File: src/design/fepad_pkg.sv
// ----------------------------------------------------------------------------
// fepad_pkg
// Shared types and constants for the EOL scanline padder.
// ----------------------------------------------------------------------------
package fepad_pkg;

    localparam int WIN_W   = 24;
    localparam int LEN_W   = 7;
    localparam int MIN_W   = 6;
    localparam int BYTE_W  = 8;
    localparam int N_EOL   = 12;

    localparam logic [WIN_W-1:0] WIN_ONES = 24'hFFFFFF;
    localparam logic [LEN_W-1:0] LEN_MAX  = 7'd127;

    // Candidate EOL positions, tried in this order; lowest index wins.
    localparam logic [WIN_W-1:0] GROUP_MASK [0:2] = '{
        24'h00f00f, 24'h00ff00, 24'hf00f00
    };

    localparam logic [WIN_W-1:0] EOL_MASK [0:N_EOL-1] = '{
        24'h00f0ff, 24'h00f87f, 24'h00fc3f, 24'h00fe1f,
        24'h00ff0f, 24'h80ff07, 24'hc0ff03, 24'he0ff01,
        24'hf0ff00, 24'hf87f00, 24'hfc3f00, 24'hfe1f00
    };

    localparam logic [WIN_W-1:0] EOL_CODE [0:N_EOL-1] = '{
        24'h000080, 24'h000040, 24'h000020, 24'h000010,
        24'h000008, 24'h000004, 24'h000002, 24'h000001,
        24'h008000, 24'h004000, 24'h002000, 24'h001000
    };

    // Controller to datapath
    typedef struct packed {
        logic take;       // input item accepted this cycle
        logic emit_zero;  // load a padding zero into the output register
        logic emit_byte;  // load the line byte into the output register
        logic cnt_dec;    // one padding zero used up
    } fepad_cmd_t;

    // Datapath to controller
    typedef struct packed {
        logic slot_free;  // output register empty or being taken
        logic pad_nz;     // incoming item needs padding
        logic cnt_zero;   // no padding zeros left
    } fepad_sts_t;

endpackage

File: src/design/fepad_ctrl.sv
// ----------------------------------------------------------------------------
// fepad_ctrl
// Sequencer: takes an item, then walks out its padding zeros and its byte.
// ----------------------------------------------------------------------------
module fepad_ctrl
(
    input  logic                 clk,
    input  logic                 rst_n,
    input  logic                 s_tvalid,
    output logic                 s_tready,
    input  fepad_pkg::fepad_sts_t sts,
    output fepad_pkg::fepad_cmd_t cmd
);

    localparam logic ST_IN  = 1'b0;
    localparam logic ST_PAD = 1'b1;

    logic state_reg;
    logic state_next;
    logic take;
    logic pad_step;

    assign s_tready = (state_reg == ST_IN) && sts.slot_free;
    assign take     = s_tvalid && s_tready;
    assign pad_step = (state_reg == ST_PAD) && sts.slot_free;

    always_comb
    begin
        cmd.take      = take;
        cmd.emit_zero = (take && sts.pad_nz) || (pad_step && !sts.cnt_zero);
        cmd.emit_byte = (take && !sts.pad_nz) || (pad_step && sts.cnt_zero);
        cmd.cnt_dec   = pad_step && !sts.cnt_zero;
    end

    always_comb
    begin
        state_next = state_reg;
        case (state_reg)
            ST_IN:
            begin
                if (take && sts.pad_nz)
                    state_next = ST_PAD;
            end
            ST_PAD:
            begin
                if (pad_step && sts.cnt_zero)
                    state_next = ST_IN;
            end
            default:
                state_next = ST_IN;
        endcase
    end

    always_ff @(posedge clk or negedge rst_n)
    begin
        if (!rst_n)
            state_reg <= ST_IN;
        else
            state_reg <= state_next;
    end

endmodule

File: src/design/fepad_dp.sv
// ----------------------------------------------------------------------------
// fepad_dp
// Datapath: bit window with EOL search, line counter, pad count, output reg.
// ----------------------------------------------------------------------------
module fepad_dp
#(
    parameter int MAX_MIN_LINE = 63
)
(
    input  logic                          clk,
    input  logic                          rst_n,
    input  logic [fepad_pkg::BYTE_W-1:0]  s_tdata,
    input  logic                          s_tlast,
    input  logic                          s_tuser,
    input  logic                          cfg_valid,
    input  logic [fepad_pkg::MIN_W-1:0]   cfg_data,
    output logic                          m_tvalid,
    input  logic                          m_tready,
    output logic [fepad_pkg::BYTE_W-1:0]  m_tdata,
    output logic                          m_tlast,
    input  fepad_pkg::fepad_cmd_t         cmd,
    output fepad_pkg::fepad_sts_t         sts
);

    logic [fepad_pkg::WIN_W-1:0]  win_reg;
    logic [fepad_pkg::WIN_W-1:0]  win_next;
    logic [fepad_pkg::LEN_W-1:0]  len_reg;
    logic [fepad_pkg::LEN_W-1:0]  len_next;
    logic [fepad_pkg::MIN_W-1:0]  min_reg;
    logic [fepad_pkg::MIN_W-1:0]  min_next;
    logic [fepad_pkg::MIN_W-1:0]  cnt_reg;
    logic [fepad_pkg::MIN_W-1:0]  cnt_next;
    logic [fepad_pkg::BYTE_W-1:0] byte_reg;
    logic                         ovalid_reg;
    logic [fepad_pkg::BYTE_W-1:0] odata_reg;
    logic                         olast_reg;

    logic [fepad_pkg::WIN_W-1:0]  win_base;
    logic [fepad_pkg::WIN_W-1:0]  win_shift;
    logic [fepad_pkg::WIN_W-1:0]  hit_mask;
    logic                         eol;
    logic [fepad_pkg::LEN_W-1:0]  len_base;
    logic [fepad_pkg::LEN_W-1:0]  len_inc;
    logic                         line_end;
    logic                         need_pad;
    logic [fepad_pkg::MIN_W-1:0]  pad;

    // Window update and EOL search
    always_comb
    begin
        win_base  = s_tuser ? fepad_pkg::WIN_ONES : win_reg;
        win_shift = {win_base[fepad_pkg::WIN_W-fepad_pkg::BYTE_W-1:0], s_tdata};
        eol       = 1'b0;
        hit_mask  = '0;
        // Scan backward so the first match in search order wins.
        for (int i = fepad_pkg::N_EOL - 1; i >= 0; i--)
        begin
            if (((win_shift & fepad_pkg::GROUP_MASK[i / 4]) == '0) &&
                ((win_shift & fepad_pkg::EOL_MASK[i]) == fepad_pkg::EOL_CODE[i]))
            begin
                eol      = 1'b1;
                hit_mask = fepad_pkg::EOL_MASK[i];
            end
        end
        win_next = win_shift | hit_mask;
    end

    // Line length and padding amount
    always_comb
    begin
        len_base = s_tuser ? '0 : len_reg;
        len_inc  = (len_base == fepad_pkg::LEN_MAX) ? fepad_pkg::LEN_MAX
                                                     : len_base + 1'b1;
        line_end = eol || s_tlast;
        need_pad = line_end && (min_reg != '0) &&
                   (len_inc < {1'b0, min_reg});
        pad      = min_reg - len_inc[fepad_pkg::MIN_W-1:0];
        len_next = line_end ? '0 : len_inc;
    end

    assign sts.slot_free = !ovalid_reg || m_tready;
    assign sts.pad_nz    = need_pad;
    assign sts.cnt_zero  = (cnt_reg == '0);

    always_comb
    begin
        min_next = cfg_data;
        if (cfg_data > fepad_pkg::MIN_W'(MAX_MIN_LINE))
            min_next = fepad_pkg::MIN_W'(MAX_MIN_LINE);
    end

    always_comb
    begin
        cnt_next = cnt_reg;
        if (cmd.take)
            cnt_next = pad - 1'b1;
        else if (cmd.cnt_dec)
            cnt_next = cnt_reg - 1'b1;
    end

    always_ff @(posedge clk or negedge rst_n)
    begin
        if (!rst_n)
        begin
            win_reg    <= fepad_pkg::WIN_ONES;
            len_reg    <= '0;
            min_reg    <= '0;
            ovalid_reg <= 1'b0;
        end
        else
        begin
            if (cmd.take)
            begin
                win_reg <= win_next;
                len_reg <= len_next;
            end
            if (cfg_valid)
                min_reg <= min_next;
            if (cmd.emit_zero || cmd.emit_byte)
                ovalid_reg <= 1'b1;
            else if (m_tready)
                ovalid_reg <= 1'b0;
        end
    end

    always_ff @(posedge clk)
    begin
        cnt_reg <= cnt_next;
        if (cmd.take)
            byte_reg <= s_tdata;
        if (cmd.emit_zero)
        begin
            odata_reg <= '0;
            olast_reg <= 1'b0;
        end
        else if (cmd.emit_byte)
        begin
            odata_reg <= cmd.take ? s_tdata : byte_reg;
            olast_reg <= 1'b1;
        end
    end

    assign m_tvalid = ovalid_reg;
    assign m_tdata  = odata_reg;
    assign m_tlast  = olast_reg;

endmodule

File: src/design/fax_eol_min_scanline_padder_core.sv
// ----------------------------------------------------------------------------
// fax_eol_min_scanline_padder_core
// T.4 EOL detector that zero-fills short scanlines to a minimum length.
// ----------------------------------------------------------------------------
// Usage:
//   s_* carries coded page bytes, LSB first. s_tlast marks the last byte of
//   a strip, s_tuser marks the first byte of a page.
//   m_* carries result items; m_tlast is high on the item holding the input
//   byte itself, low on the padding zeros in front of it.
//   cfg_valid/cfg_data writes the minimum scanline length in bytes (0 turns
//   padding off). Write it only while the block is idle.
// Timing:
//   An item that needs no padding shows on m_* in the cycle after it is
//   taken. An item at a short line end makes the sequencer emit pad zeros
//   and then the byte, one output item at a time; input is held off
//   meanwhile. Sustained rate is one output item per cycle while m_tready
//   stays high, set by the single output register.
// Reset: window goes to all ones, line count and minimum to zero, output
//   register empties. A stalled receiver holds the output register and,
//   through it, the input side.
// ----------------------------------------------------------------------------
module fax_eol_min_scanline_padder_core
#(
    parameter int MAX_MIN_LINE = 63
)
(
    input  logic                         clk,
    input  logic                         rst_n,
    input  logic                         s_tvalid,
    output logic                         s_tready,
    input  logic [fepad_pkg::BYTE_W-1:0] s_tdata,   // [7:0] data_byte
    input  logic                         s_tlast,   // strip_end
    input  logic                         s_tuser,   // [0] page_start
    input  logic                         cfg_valid,
    output logic                         cfg_ready,
    input  logic [fepad_pkg::MIN_W-1:0]  cfg_data,  // min_scanline_bytes
    output logic                         m_tvalid,
    input  logic                         m_tready,
    output logic [fepad_pkg::BYTE_W-1:0] m_tdata,   // [7:0] out_byte
    output logic                         m_tlast    // last_of_run
);

    fepad_pkg::fepad_cmd_t cmd;
    fepad_pkg::fepad_sts_t sts;

    assign cfg_ready = 1'b1;

    fepad_ctrl u_ctrl
    (
        .clk      (clk),
        .rst_n    (rst_n),
        .s_tvalid (s_tvalid),
        .s_tready (s_tready),
        .sts      (sts),
        .cmd      (cmd)
    );

    fepad_dp
    #(
        .MAX_MIN_LINE (MAX_MIN_LINE)
    )
    u_dp
    (
        .clk       (clk),
        .rst_n     (rst_n),
        .s_tdata   (s_tdata),
        .s_tlast   (s_tlast),
        .s_tuser   (s_tuser),
        .cfg_valid (cfg_valid),
        .cfg_data  (cfg_data),
        .m_tvalid  (m_tvalid),
        .m_tready  (m_tready),
        .m_tdata   (m_tdata),
        .m_tlast   (m_tlast),
        .cmd       (cmd),
        .sts       (sts)
    );

endmodule
File: config.mk
export PLATFORM = sky130hd
export DESIGN_NAME = fax_eol_min_scanline_padder_core
export DESIGN_NICKNAME = d
export VERILOG_FILES = /design/src/design/fepad_pkg.sv /design/src/design/fepad_ctrl.sv /design/src/design/fepad_dp.sv /design/src/design/fax_eol_min_scanline_padder_core.sv
export SDC_FILE = /design/constraint.sdc
export NUM_CORES = 1
export LEC_CHECK = 0
export BUFFER_PORTS_ARGS = -buffer_cell sky130_fd_sc_hd__buf_4
export CAP_MARGIN = 20
export CORE_MARGIN = 2
export CORE_UTILIZATION = 30
export DETAILED_ROUTE_END_ITERATION = 12
export PLACE_DENSITY_LB_ADDON = 0.1
export SYNTH_ARGS = -nofsm -noshare
export SYNTH_HDL_FRONTEND = slang
export SYNTH_SLANG_ARGS = --single-unit
File: constraint.sdc
create_clock -name clk -period 4.2 [get_ports clk]
set_input_delay 0.42 -clock clk [delete_from_list [all_inputs] [get_ports clk]]
set_output_delay 0.42 -clock clk [all_outputs]
set_load 0.02 [all_outputs]
==> metrics.txt <==
number of flops mapped to enable cells by yosys=6; slowest CP cell=a211oi_4; DR pass1 iterations=4; crit path capture type=register; vias in the first global route=around 2500; critical-path cell list=nor2b_1 -> ha_1 -> nand3_1 -> or3_1 -> nand2b_1 -> and2_1 -> inv_1 -> ha_1 -> o21ai_0 -> a21oi_1 -> o31ai_1 -> a31oi_1 -> a211oi_4 -> a2111oi_2; Cell Area, Synth=just over 0.003 mm²; sequential power share=49.3%; register area share after synthesis=between 40% and 50%; Max Slew Vio Count=0; Pleak=0.00147 µW; # rows=36; clock skew=roughly 0.015 ns; Layout fillers=around 1100; DRT antenna net count=0; sw frac=a little under two fifths; vias=about 2500; # diodes=0; Rel. slew slack=36.1%; most instantiated cells after synthesis=nand2_1, nor2_1, o21ai_0, inv_1; grt ovf=0; CP max FO=8; post-cts sizing count=0; M3 GR Usage=2.25%; most area-consuming cells after synthesis=dfstp_2, dfrtp_1, dfxtp_1; Tmin final=3.57 ns; r2r worst-path depth=14; layout cell share with drive strength beyond 1=between 20% and 30%; total CTS buffers=5; Setup Buffers After CTS=0; wire length per cell=~15 µm; via/cell ratio=between 4 and 5; Hold Crit Class=in2async; Initial Utilization=31.1%; later-pin clock latency in the skew report=0.32 ns; fmax=280 MHz; post-route worst setup slack=approximately 0.63 ns; Yosys reg bits=53; Worst Path Required=roughly 4.4 ns; top-count cell post-synth=nand2_1; Unique masters post-synth=52; Routed WL=just under 8 mm; Final Non-Filler Cells=a little over 500; GR Layer Usage met2=between 20 and 25%; Top Usage Layer GRT=met1; Tightest Pin Transition=0.958 ns; Finished Cell Area=roughly 0.0035 mm²; reg2reg setup slack=~0.63 ns; met1 Track Usage GR=a little under a quarter; placed cells=just under 500; YS warnings=0; Die Footprint=roughly 0.011 mm²; Die Ht=between 100 and 150 µm; Hold Slack=roughly 0.025 ns; DRT iter0 DRCs=105; total track usage=14.9%; Die Span X=roughly 100 µm; RD Place Congestion=0.811; Multi-input gate area=0.00160 mm²; PD cells=529 mW/mm²; RR Endpoint=u_dp.m_tdata[3]; Comb pwr share=around a third; ys flop type=dfxtp_1; kind of critical path=reg2reg; hpwl dp=5.64 mm; most used cell, CP=ha_1; P_sw=between 600 and 700 µW; WP data arrival=3.77 ns; asr flop ratio synth=between 50 and 60%; setup TNS=0 ns; Reg clk slew, reported paths=around 0.12 ns; Startpoint Class=register; Ports=33; FF/Latch Area=around 0.0013 mm²; # hold bufs at CTS=0; I/O Buffers=31; core area=0.00982 mm²; DRC Markers=0; syn avg cell area=8.85 µm²; fin nets=407; Area Growth Syn to Fin=14.6%; Max VDD drop=roughly 0.00016 V; Final Hold Vio Count=0; CTS tree=done; CTS H-tree depth=2; initial antenna violation count=0; root buffer cell=clkbuf_8; max reg flops=15; Post-Place Cell Area=0.00340 mm²; cell-internal power=1160 µW; Longest Clk Path Bufs=2; RSZ-0062 raised after global routing=no; Final period util=roughly 85%; post-place setup slack=~0.39 ns; clock group share of total power=between 10% and 20%; worst reg2reg startpoint=u_dp.len_reg[0]; Post-Syn Instances=about 350; Num Clock Sinks=between 50 and 60; largest net degree at the start of global routing=31; share of the synthesized area in the top cell type=12.9%; max cap viols=0; first-pass GRT wire length=13.2 mm; Synth area leader=dfstp_2; Syn Nets=between 300 and 400; status=completed; Worst path max stage delay=around 0.51 ns; Final setup viols=0
[cell families (layout without fill, tap and decap cells)]
| kind of cell | count (synthesis) | after routing | share of synthesized area, % |
|---|---|---|---|
| muxes | 2 | 2 | 0.697 |
| other | 1 | 1 | 0.123 |
| adders and majority gates | 14 | 14 | 5.98 |
| and+or+nand+nor | 143 | 143 | 22.8 |
| xor gates and xnor gates | 12 | 12 | 3.44 |
| AOI/OAI and AO/OA | 81 | 81 | 19.3 |
| buffers and inverters | 39 | 67 | 5.41 |
| DFF | 53 | 53 | 42.3 |
[how the worst max path moves through the flow]
stage / startpoint / end / slack [ns] / depth (start not counted)
floorplan: s_tuser / u_dp.m_tdata[0] / 0.72 / 16
global placement: s_tuser / u_dp.m_tdata[4] / 0.45 / 15
detailed placement: s_tuser / u_dp.m_tdata[3] / 0.39 / 15
CTS: u_dp.len_reg[0] / u_dp.m_tdata[3] / 0.59 / 14
global route: u_dp.len_reg[0] / u_dp.m_tdata[3] / 0.23 / 14
finish: u_dp.len_reg[0] / u_dp.m_tdata[3] / 0.63 / 14
[per-layer routing]
| metal | vias up | routed length (µm) |
|---|---|---|
| met4 | 0 | 68 |
| met1 | 1165 | 4120 |
| met3 | 7 | 185 |
| met5 | - | 0 |
| li1 | 1243 | - |
| met2 | 42 | 3390 |
[critical path, delay by kind of cell, from the launching register on]
family / cells / cell delay (ns)
buffers and inverters: 1 / 0.06
AO/OA/AOI/OAI: 6 / 1.40
AND/OR/NAND/NOR: 5 / 1.15
flip-flops: 1 / 0.40
adder cells (fa/ha/maj): 2 / 0.46
[stage by stage]
step	power (µW)	utilization [%]
floorplan	1340	-
global placement	1540	34.6
detailed placement	1550	34.6
CTS	1870	35.6
global route	2010	35.6
finish	1850	35.6
[power groups by stage]
stage / Combinational, µW / Sequential [µW] / Clock [µW]
floorplan: 436 / 899 / 0
global placement: 616 / 923 / 0
detailed placement: 624 / 923 / 0
CTS: 628 / 913 / 333
global route: 712 / 946 / 356
finish: 621 / 913 / 319
[layout by cell type (no fill, tap or decap), types with 3 or more instances in the layout]
cell / netlist / final
nand2_1: 58 / 58
buf_4: 1 / 34
nor2_1: 30 / 30
o21ai_0: 25 / 25
inv_1: 24 / 24
a21oi_1: 17 / 17
dfxtp_1: 17 / 17
dfrtp_1: 15 / 15
dfstp_2: 15 / 15
ha_1: 13 / 13
nor3_1: 12 / 12
nor2b_1: 8 / 8
nand3_1: 8 / 8
a2111oi_2: 8 / 8
o31ai_1: 7 / 7
xor2_1: 6 / 6
xnor2_1: 6 / 6
edfxtp_1: 6 / 6
a31oi_1: 5 / 5
clkbuf_8: 0 / 5
nand2b_1: 4 / 4
a21o_1: 4 / 4
and2_1: 3 / 3
nor3b_1: 3 / 3
[layout make-up]
type | count | area share [%]
Clock inverter | 3 | 0.751
Clock buffer | 5 | 1.97
Sequential cell | 53 | 36.9
Timing Repair Buffer | 35 | 7.44
Inverter | 24 | 2.57
Multi-Input combinational cell | 253 | 45.7
Tap cell | 133 | 4.76
(Power assumes the default switching activity.)
